===== src/design/ptpcsc_pkg.sv =====
// ----------------------------------------------------------------------------
// ptpcsc_pkg
// Types, register map and color conversion helpers for the packed ten-bit
// pixel unpacker with YCbCr to RGB conversion.
// ----------------------------------------------------------------------------
package ptpcsc_pkg;

   // Capture word: one byte per channel
   typedef struct packed {
      logic [7:0] red_byte;
      logic [7:0] green_byte;
      logic [7:0] blue_byte;
   } req_payload_type;

   // One output pixel
   typedef struct packed {
      logic [7:0] blue_out;
      logic [7:0] green_out;
      logic [7:0] red_out;
      logic       last_of_group;
   } rsp_payload_type;

   // Register map: 32-bit registers at byte address 4*index
   localparam int CSR_ADDR_W = 3;
   localparam int CSR_DATA_W = 32;
   localparam logic [CSR_ADDR_W-3:0] CSR_IDX_COLOR_MODE = 1'b0;

   // Group geometry
   localparam int WORDS_PER_GROUP  = 5;
   localparam int PIXELS_PER_GROUP = 4;
   localparam int POS_W            = 3;
   localparam int CNT_W            = 3;

   // Q16 BT.601 full-range coefficients
   localparam int ACC_W = 28;
   localparam logic signed [ACC_W-1:0] K_RV = 28'sd91881;
   localparam logic signed [ACC_W-1:0] K_GU = 28'sd22554;
   localparam logic signed [ACC_W-1:0] K_GV = 28'sd46802;
   localparam logic signed [ACC_W-1:0] K_BU = 28'sd116130;
   localparam logic signed [ACC_W-1:0] CHROMA_BIAS = 28'sd128;

   // Drop 16 fraction bits, clamp to 0..255
   function automatic logic [7:0] sat_q16(input logic signed [ACC_W-1:0] acc);
      logic [7:0] res;
      if (acc < 0) begin
         res = 8'd0;
      end else if (acc[ACC_W-1:24] != '0) begin
         res = 8'hff;
      end else begin
         res = acc[23:16];
      end
      return res;
   endfunction

endpackage


===== src/design/packed_ten_bit_pixel_unpack_csc.sv =====
// ----------------------------------------------------------------------------
// packed_ten_bit_pixel_unpack_csc
// Unpacks five capture words into four 8-bit pixels and optionally converts
// YCbCr to RGB (BT.601 full range).
// ----------------------------------------------------------------------------
// Usage:
//   req_* takes one capture word per transaction (red/Cr, green/Y, blue/Cb
//   bytes). Words one to four of a group are only stored. The fifth word
//   completes each channel's 40-bit stream; the top 8 bits of the four 10-bit
//   samples are latched into a four-pixel group buffer.
//   rsp_* delivers one pixel per transaction; last_of_group marks the fourth.
//   Once the fifth word is taken, the first pixel of a group moves from the
//   group buffer into the output register; the rest follow one per cycle while
//   rsp_ready stays high.
//   Throughput: one word per cycle while rsp_ready stays high, i.e. four
//   pixels per five words. The group buffer drains while rsp_ready stays high,
//   so it is empty again by the time the next fifth word can arrive; req_ready waits on it alone.
//   csr_* holds color_mode at address 0 (0 = pass RGB, 1 = convert YCbCr).
//   The mode in force when the fifth word is taken applies to that group.
//   Reset (synchronous, active high) clears the word position, the group
//   buffer, the output register and color_mode.
//   A stalled receiver holds the output register and the group buffer; while
//   the buffer holds pixels, the next fifth word waits, earlier words still enter.
// ----------------------------------------------------------------------------
module packed_ten_bit_pixel_unpack_csc
   import ptpcsc_pkg::*;
(
   input  logic                  clock,
   input  logic                  reset,
   // capture word channel
   input  logic                  req_valid,
   output logic                  req_ready,
   input  req_payload_type       req_data,
   // pixel channel
   output logic                  rsp_valid,
   input  logic                  rsp_ready,
   output rsp_payload_type       rsp_data,
   // register port
   input  logic                  csr_psel,
   input  logic                  csr_penable,
   input  logic                  csr_pwrite,
   input  logic [CSR_ADDR_W-1:0] csr_paddr,
   input  logic [CSR_DATA_W-1:0] csr_pwdata,
   output logic [CSR_DATA_W-1:0] csr_prdata,
   output logic                  csr_pready
);

   // ------------------------------------------------------------------------
   // State
   // ------------------------------------------------------------------------
   logic                  color_mode_ff, color_mode_in;
   logic [POS_W-1:0]      pos_ff, pos_in;
   logic [3:0][7:0]       red_words_ff, red_words_in;
   logic [3:0][7:0]       green_words_ff, green_words_in;
   logic [3:0][7:0]       blue_words_ff, blue_words_in;

   // group buffer: slot 0 is the next pixel to leave
   logic [PIXELS_PER_GROUP-1:0][7:0] red_smp_ff, red_smp_in;
   logic [PIXELS_PER_GROUP-1:0][7:0] green_smp_ff, green_smp_in;
   logic [PIXELS_PER_GROUP-1:0][7:0] blue_smp_ff, blue_smp_in;
   logic                  grp_mode_ff, grp_mode_in;
   logic [CNT_W-1:0]      cnt_ff, cnt_in;

   // output register
   logic                  rsp_valid_ff, rsp_valid_in;
   rsp_payload_type       rsp_data_ff, rsp_data_in;

   // ------------------------------------------------------------------------
   // Control
   // ------------------------------------------------------------------------
   logic final_word;
   logic req_take;
   logic load_grp;
   logic move_pix;
   logic csr_wr;
   logic csr_hit_mode;

   assign final_word   = (pos_ff >= POS_W'(WORDS_PER_GROUP - 1));
   // hold the fifth word until the group buffer has drained
   assign req_ready    = !final_word || (cnt_ff == '0);
   assign req_take     = req_valid && req_ready;
   assign load_grp     = req_take && final_word;
   // advance a pixel whenever the output register is free or being emptied
   assign move_pix     = (cnt_ff != '0) && (!rsp_valid_ff || rsp_ready);

   assign csr_pready   = 1'b1;
   assign csr_wr       = csr_psel && csr_penable && csr_pwrite && csr_pready;
   assign csr_hit_mode = (csr_paddr[CSR_ADDR_W-1:2] == CSR_IDX_COLOR_MODE);
   assign csr_prdata   = csr_hit_mode ? {{(CSR_DATA_W-1){1'b0}}, color_mode_ff} : '0;

   // ------------------------------------------------------------------------
   // Word collection and group load
   // ------------------------------------------------------------------------
   always_comb begin
      color_mode_in  = color_mode_ff;
      pos_in         = pos_ff;
      red_words_in   = red_words_ff;
      green_words_in = green_words_ff;
      blue_words_in  = blue_words_ff;
      red_smp_in     = red_smp_ff;
      green_smp_in   = green_smp_ff;
      blue_smp_in    = blue_smp_ff;
      grp_mode_in    = grp_mode_ff;
      cnt_in         = cnt_ff;

      if (csr_wr && csr_hit_mode) begin
         color_mode_in = csr_pwdata[0];
      end

      // store words one to four into their byte lanes
      if (req_take && !final_word) begin
         for (int k = 0; k < 4; k++) begin
            if (pos_ff == POS_W'(k)) begin
               red_words_in[k]   = req_data.red_byte;
               green_words_in[k] = req_data.green_byte;
               blue_words_in[k]  = req_data.blue_byte;
            end
         end
         pos_in = pos_ff + POS_W'(1);
      end

      // shift the group buffer down by one pixel
      if (move_pix) begin
         for (int s = 0; s < PIXELS_PER_GROUP - 1; s++) begin
            red_smp_in[s]   = red_smp_ff[s+1];
            green_smp_in[s] = green_smp_ff[s+1];
            blue_smp_in[s]  = blue_smp_ff[s+1];
         end
         cnt_in = cnt_ff - CNT_W'(1);
      end

      // fifth word: pick stream bits 39:32, 29:22, 19:12 and 9:2
      if (load_grp) begin
         red_smp_in   = {red_words_ff[1][1:0],   red_words_ff[0][7:2],
                         red_words_ff[2][3:0],   red_words_ff[1][7:4],
                         red_words_ff[3][5:0],   red_words_ff[2][7:6],
                         req_data.red_byte};
         green_smp_in = {green_words_ff[1][1:0], green_words_ff[0][7:2],
                         green_words_ff[2][3:0], green_words_ff[1][7:4],
                         green_words_ff[3][5:0], green_words_ff[2][7:6],
                         req_data.green_byte};
         blue_smp_in  = {blue_words_ff[1][1:0],  blue_words_ff[0][7:2],
                         blue_words_ff[2][3:0],  blue_words_ff[1][7:4],
                         blue_words_ff[3][5:0],  blue_words_ff[2][7:6],
                         req_data.blue_byte};
         grp_mode_in  = color_mode_ff;
         cnt_in       = CNT_W'(PIXELS_PER_GROUP);
         pos_in       = '0;
      end
   end

   // ------------------------------------------------------------------------
   // Color conversion of buffer slot 0 into the output register
   // ------------------------------------------------------------------------
   logic signed [ACC_W-1:0] y_q;
   logic signed [ACC_W-1:0] cb_s;
   logic signed [ACC_W-1:0] cr_s;
   logic signed [ACC_W-1:0] acc_r;
   logic signed [ACC_W-1:0] acc_g;
   logic signed [ACC_W-1:0] acc_b;

   always_comb begin
      y_q   = signed'({{(ACC_W-24){1'b0}}, green_smp_ff[0], 16'h0000});
      cb_s  = signed'({{(ACC_W-8){1'b0}}, blue_smp_ff[0]}) - CHROMA_BIAS;
      cr_s  = signed'({{(ACC_W-8){1'b0}}, red_smp_ff[0]}) - CHROMA_BIAS;
      acc_r = y_q + K_RV * cr_s;
      acc_g = y_q - K_GU * cb_s - K_GV * cr_s;
      acc_b = y_q + K_BU * cb_s;

      rsp_valid_in = rsp_valid_ff;
      rsp_data_in  = rsp_data_ff;
      if (move_pix) begin
         rsp_valid_in = 1'b1;
         if (grp_mode_ff) begin
            rsp_data_in.red_out   = sat_q16(acc_r);
            rsp_data_in.green_out = sat_q16(acc_g);
            rsp_data_in.blue_out  = sat_q16(acc_b);
         end else begin
            rsp_data_in.red_out   = red_smp_ff[0];
            rsp_data_in.green_out = green_smp_ff[0];
            rsp_data_in.blue_out  = blue_smp_ff[0];
         end
         rsp_data_in.last_of_group = (cnt_ff == CNT_W'(1));
      end else if (rsp_ready) begin
         rsp_valid_in = 1'b0;
      end
   end

   assign rsp_valid = rsp_valid_ff;
   assign rsp_data  = rsp_data_ff;

   // ------------------------------------------------------------------------
   // Registers
   // ------------------------------------------------------------------------
   always_ff @(posedge clock) begin
      if (reset) begin
         color_mode_ff <= 1'b0;
         pos_ff        <= '0;
         cnt_ff        <= '0;
         rsp_valid_ff  <= 1'b0;
      end else begin
         color_mode_ff <= color_mode_in;
         pos_ff        <= pos_in;
         cnt_ff        <= cnt_in;
         rsp_valid_ff  <= rsp_valid_in;
      end
   end

   always_ff @(posedge clock) begin
      red_words_ff   <= red_words_in;
      green_words_ff <= green_words_in;
      blue_words_ff  <= blue_words_in;
      red_smp_ff     <= red_smp_in;
      green_smp_ff   <= green_smp_in;
      blue_smp_ff    <= blue_smp_in;
      grp_mode_ff    <= grp_mode_in;
      rsp_data_ff    <= rsp_data_in;
   end

   // ------------------------------------------------------------------------
   // Assertions
   // ------------------------------------------------------------------------
   // a fifth word only enters an empty group buffer
   a_load_empty: assert property (@(posedge clock) disable iff (reset)
      load_grp |-> (cnt_ff == '0))
      else $error("group loaded over pending pixels");

   // a loaded group holds exactly four pixels, word position restarts
   a_load_count: assert property (@(posedge clock) disable iff (reset)
      load_grp |=> (cnt_ff == CNT_W'(PIXELS_PER_GROUP)) && (pos_ff == '0))
      else $error("group load did not set count and position");

   // the last pixel of a group comes out valid and flagged last_of_group
   a_last_drains: assert property (@(posedge clock) disable iff (reset)
      (move_pix && (cnt_ff == CNT_W'(1))) |=> rsp_valid && rsp_data.last_of_group)
      else $error("last pixel not flagged");

   // counters stay in range
   a_ranges: assert property (@(posedge clock) disable iff (reset)
      (cnt_ff <= CNT_W'(PIXELS_PER_GROUP)) && (pos_ff <= POS_W'(WORDS_PER_GROUP - 1)))
      else $error("group counters out of range");

endmodule


===== config.mk =====
export PLATFORM = sky130hd
export DESIGN_NAME = packed_ten_bit_pixel_unpack_csc
export DESIGN_NICKNAME = d
export VERILOG_FILES = /design/src/design/ptpcsc_pkg.sv /design/src/design/packed_ten_bit_pixel_unpack_csc.sv
export SDC_FILE = /design/constraint.sdc
export NUM_CORES = 1
export LEC_CHECK = 0
export ABC_CLOCK_PERIOD_IN_PS = 8860
export BUFFER_PORTS_ARGS = -buffer_cell sky130_fd_sc_hd__clkbuf_2
export CORE_UTILIZATION = 47
export DETAILED_ROUTE_END_ITERATION = 12
export PLACE_DENSITY = 0.72
export SLEW_MARGIN = 20
export SYNTH_ARGS = -nofsm -noshare
export SYNTH_HDL_FRONTEND = slang
export SYNTH_SLANG_ARGS = --single-unit

===== constraint.sdc =====
create_clock -name clock -period 8.86 [get_ports clock]
set_input_delay 1.772 -clock clock [delete_from_list [all_inputs] [get_ports clock]]
set_output_delay 1.772 -clock clock [all_outputs]
set_load 0.03 [all_outputs]

# Word-level counts from Yosys, hierarchy flattened
# Index checks and enable logic that the tools add are counted.
# classes
addsub,8
n_mul,4
div,0
n_lt_le_gt_ge,4
eq_ne,4
n_shift,0
muxes,18
n_bitwise,1
reduce_logical,24
# op_table
cell,count
2-to-1 mux 24 bit,7
adder 25 x 27 -> 28 bit,2
"less-than comparator 28 x 1 -> 1 bit, second input constant",2
2-to-1 mux 8 bit,6
"less-than comparator 27 x 1 -> 1 bit, second input constant",1
"multiplier 18 x 9 -> 27 bit, first input constant",1
subtractor 26 x 26 -> 27 bit,1
"multiplier 17 x 9 -> 26 bit, first input constant",1
subtractor 25 x 25 -> 26 bit,1
"multiplier 16 x 9 -> 25 bit, first input constant",1
"multiplier 15 x 9 -> 24 bit, first input constant",1
"subtractor 8 x 8 -> 9 bit, second input constant",2
nonzero test 4 bit,3
AND reduction 2 bit,4
logical AND 1 bit,7
"equality test 3 x 1 -> 1 bit, second input constant",2
"equality test 3 x 2 -> 1 bit, second input constant",2
logical NOT 3 bit,2
2-to-1 mux 3 bit,2
nonzero test 2 bit,2
"adder 3 x 1 -> 3 bit, second input constant",1
"greater-or-equal comparator 3 bit, second input constant",1
2-to-1 mux 1 bit,3
nonzero test 3 bit,1
other kinds (5),7
# totals
reg_bits,220
latch_bits,0
mem_bits_rw,0
mem_bits_ro,0
in_bits,66
memories,0

# Depth between registers and ports, before layout
# depth
ltp_word,8
depth_mapped,32
ltp_nobuf,32

# Worst setup path after synthesis
# No wires, ideal clock.
# synth_timing
kind,reg2reg
start,register red_smp_ff[7] in the netlist's numbering
end,"register rsp_data_ff, in the netlist rsp_data[16] (data pin)"
setup_time_ps,257
arrival_ps,7169
required_time_ps,8603
path_slack_ps,1434
stages_incl_launch_ff,28
n_path_buf,0
period_less_slack_ps,7426
path_cell_list,edfxtp_1 -> clkinv_1 -> ha_1 -> xor2_1 -> ha_1 -> a21o_1 -> fa_1 -> inv_1 -> fa_1 -> inv_1 -> ha_1 -> a21oi_1 -> o21bai_1 -> a2111oi_0 -> nor3_1 -> or3_1 -> a21oi_1 -> xnor2_1 -> fa_1 -> inv_1 -> ha_1 -> or2_2 -> a21oi_1 -> a21oi_2 -> a211oi_4 -> mux2_4 -> a21oi_1 -> nor3_2
# synth_via
elab_chain_cells,7
elab_cells_between_ends,8
classes_between,add/sub (2); mul (1); order compare (1); mux (3); reduce/logical (1)
# synth_rtl
item,line,text
from (decl),packed_ten_bit_pixel_unpack_csc.sv:58,"logic [PIXELS_PER_GROUP-1:0][7:0] red_smp_ff, red_smp_in;"
from (signal assigned),packed_ten_bit_pixel_unpack_csc.sv:213,red_smp_ff <= red_smp_in;
subtractor 8 x 8 -> 9 bit (*),packed_ten_bit_pixel_unpack_csc.sv:165,"cr_s = signed'({{(ACC_W-8){1'b0}}, red_smp_ff[0]}) - CHROMA_BIAS;"
multiplier 16 x 9 -> 25 bit (*),packed_ten_bit_pixel_unpack_csc.sv:167,acc_g = y_q - K_GU * cb_s - K_GV * cr_s;
subtractor 26 x 26 -> 27 bit (*),packed_ten_bit_pixel_unpack_csc.sv:167,
"parallel branches: the longest is 2 deep, another holds less-than comparator 27 x 1 -> 1 bit",-,
2-to-1 mux 8 bit (*),ptpcsc_pkg.sv:45,if (acc < 0) begin
2-to-1 mux 24 bit (*),packed_ten_bit_pixel_unpack_csc.sv:174,if (grp_mode_ff) begin
to (signal assigned),packed_ten_bit_pixel_unpack_csc.sv:217,rsp_data_ff <= rsp_data_in;
to (decl),packed_ten_bit_pixel_unpack_csc.sv:66,"rsp_payload_type rsp_data_ff, rsp_data_in;"
# Mark *: on every way between the ends.
# A chain may end at the register's enable or synchronous reset.

# Worst setup path after layout
# layout_timing
start,register red_smp_ff[0] in the netlist's numbering
end,"register rsp_data_ff, in the netlist rsp_data[9] (data pin)"
# The elaborated chain is that of the path after synthesis.

==> results.md <==
- Outcome: finished, final reports clean
- Post-layout min period: 7.81 ns
- Post-synth EDFFs: 194
- Crit Path Max Fanout: 8
- WP data required: approximately 9 ns
- Asr flop ratio synth: 0%
- Clock transition at path regs: 0.07 ns
- Die area: 0.0372 mm2
- Worst setup EP type: flip-flop
- Crit path launch: red_smp_ff[0]$_DFFE_PP_
- Input/output buffers: 60
- Std cell rows: 69
- Overflow after GRT: 0
- Sequential area share after synthesis: 35.0%
- Final Hold Fails: 0
- Layout cells sized above 1: under 10%
- Initial antenna violation count: 0
- CORE AREA: 0.0357 mm2
- RR Startpoint: red_smp_ff[0]$_DFFE_PP_
- Layout net count: 2148
- Syn avg cell area: 10.7 um2
- Worst hold endpoint: green_smp_ff[30]$_DFFE_PP_
- Post-CTS Hold Buffers: 0
- First-pass GRT wire length: ~57000 um
- Worst Reg-to-Reg Cells: 27
- Number of global-route vias before repair: 11588
- Critical path type: reg -> reg
- Slowest-stage cell, CP: edfxtp_1
- Largest net degree at the start of global routing: 75
- Final TNS setup: 0 ns
- Final Max Slew Viols: 0
- Post-DP HPWL: 26300 um
- CTS Root Cell: clkbuf_16
- # diodes: 0
- CTS tree: built
- Clock sinks: a little over 200
- Synth unique cells: 66
- R2R Path End: rsp_data[9]$_DFFE_PP_
- Chip Height: 193 um
- Post-synthesis cell count: 1593
- H-tree level count: 1
- Tcrit/Tclk final: 88.2%
- Area of the mapped netlist: 0.0171 mm2
- Crit start category: flip-flop
- Wire per inst: 15.9 um
- Fill cells: between 3000 and 4000
- GRT Util Overall: 19.4%
- DRT Pass-1 Iters: 5
- Width of the chip: 193 um
- Hold_sp: green_words_ff[8]$_DFFE_PP_
- HP Class: reg -> reg
- FF-to-FF setup slack: 1.05 ns
- Setup Viol. Count Final: 0
- Hold path cells: 0
- Top Ports: 126
- Via-per-instance ratio: 5.23
- Via count: 11148
- DRC viols: 0
- CTS max path bufs: 3
- Gpl congestion: 0.939
- F_max: 128 MHz
- Slew HR: 33.5%
- WL final: 33900 um
- CTS Buf Count: 19
- Max cap viols: 0
- Area delta synth->final: 7.99%
- Skew-Pair Late Insertion Delay: roughly 0.5 ns
- Synth warnings: 0
- Worst Skew: 0.00866 ns
- Iteration-0 DRC Markers: about 570
- Post-route ant nets: 0
- Resize count post-CTS: 0
- Post CTS Setup Buffer Count: 0
- Worst path arrival time: approximately 8 ns
- Initial Util: a little under half
- Actual slew at the worst max-slew pin: about 1.0 ns
- Unrepaired setup endpoints after global routing: false
- Synth Register Bits: 202
- Synth Flop Type: edfxtp_1
- CP peak stage delay: 0.61 ns
[worst max-delay path by stage]
stage / slack [ns] / endpoint / cells after the start
after detailed placement: 1.13 / rsp_data[9]$_DFFE_PP_ / 27
after floorplan: 1.43 / rsp_data[16]$_DFFE_PP_ / 27
final: 1.05 / rsp_data[9]$_DFFE_PP_ / 27
after CTS: 1.08 / rsp_data[9]$_DFFE_PP_ / 27
after global routing: 0.62 / rsp_data[16]$_DFFE_PP_ / 27
after global placement: 1.23 / rsp_data[9]$_DFFE_PP_ / 28
[sequential cells by signal, indices dropped and copies added (netlist names), 24 cells and up]
name and count:
green_smp_ff 32, green_words_ff 24, red_words_ff 24, blue_words_ff 24, rsp_data 25, blue_smp_ff 32, red_smp_ff 32
[Yosys cell counts (3+ instances only)]
cell type,instances,area (um2)
edfxtp_1,194,5830
nand2_1,239,897
nand2b_1,14,87.6
nor2_1,44,165
nor3_1,21,105
a21o_1,21,158
buf_4,32,240
and2_1,9,56.3
o31ai_1,6,45.0
o21a_1,8,60.1
o21ai_0,26,130
or2_2,8,50.1
o22ai_1,16,100
o211ai_1,4,30.0
o21bai_1,8,60.1
nand3_1,15,75.1
buf_1,6,22.5
fa_1,116,2320
inv_1,251,942
dfxtp_1,8,160
o221ai_1,9,78.8
ha_1,306,3830
a21oi_1,56,280
nor2b_1,11,68.8
and3_1,5,31.3
xnor2_1,47,412
or3_1,9,56.3
xor2_1,26,228
clkbuf_1,12,45.0
nand4_1,5,31.3
a211oi_1,8,60.1
a2111oi_0,3,26.3
a31oi_1,7,43.8
[layer usage]
layer	share of wire, %	vias up	GRT usage [%]
li1	-	5471	-
met1	45	5417	25.1
met2	49	197	33.3
met3	3.6	63	2.16
met4	3.1	0	7.09
met5	0	-	0
[through the flow]
stage / area (um2) / worst slack, ns / std cells / util [%] / hold slack [ns]
2_1_floorplan: 17200 / 1.43 / 1623 / - / 0.400
4_1_cts: 18500 / 1.08 / 2132 / 51.8 / 0.419
3_3_place_gp: 17900 / 1.23 / 2099 / 50.1 / 0.401
3_5_place_dp: 17900 / 1.13 / 2099 / 50.1 / 0.405
6_report: 18500 / 1.05 / 2133 / 51.8 / 0.418
5_1_grt: 18500 / 0.615 / 2133 / 51.8 / 0.421
[final cells by class]
cell class	instances	area (um2)	area share [%]
sequential	202	5990	32.4
inverter	253	950	5.14
clock inverter	10	92.6	0.501
timing repair buffer	68	368	1.99
multi-input combinational	1116	9990	54.1
tap	461	577	3.12
clock buffer	23	510	2.76
[layout by cell type (no fill, tap or decap), types with 9 or more instances in the layout]
master,count
xnor2_1,47
or3_1,9
o21ai_0,26
xor2_1,26
edfxtp_1,194
nand2_1,239
nand2b_1,13
nor2_1,44
o221ai_1,9
a21o_1,21
clkbuf_2,60
nand3_1,14
fa_1,116
inv_1,251
and2_1,9
a21oi_1,55
clkbuf_16,19
conb_1,32
ha_1,306
nor2b_1,11
nor3_1,21
o22ai_1,16
[cell families (layout without fill, tap and decap cells)]
logic type / Yosys count / after routing / synth area share (%)
xor gates and xnor gates: 73 / 73 / 3.74
adders and majority gates: 422 / 422 / 36.0
and+or+nand+nor: 388 / 388 / 9.87
buffers and inverters: 305 / 354 / 7.41
muxes: 2 / 2 / 0.146
AOI/OAI and AO/OA: 199 / 199 / 7.84
DFF: 202 / 202 / 35.0
other: 2 / 32 / 0.0439
[worst max-delay path: cells and delay by family (launching register included)]
kind	cells	cell delay, ns
adder cells (fa/ha/maj)	8	3.41
AO/OA/AOI/OAI	9	2.22
flip-flops	1	0.61
AND/OR/NAND/NOR	4	0.52
multiplexers	1	0.38
buffers and inverters	4	0.21
XOR/XNOR	1	0.16
Power is left out: the tool's default activity adds up to more than one toggle a clock period on the data nets, which glitch-free logic cannot reach.
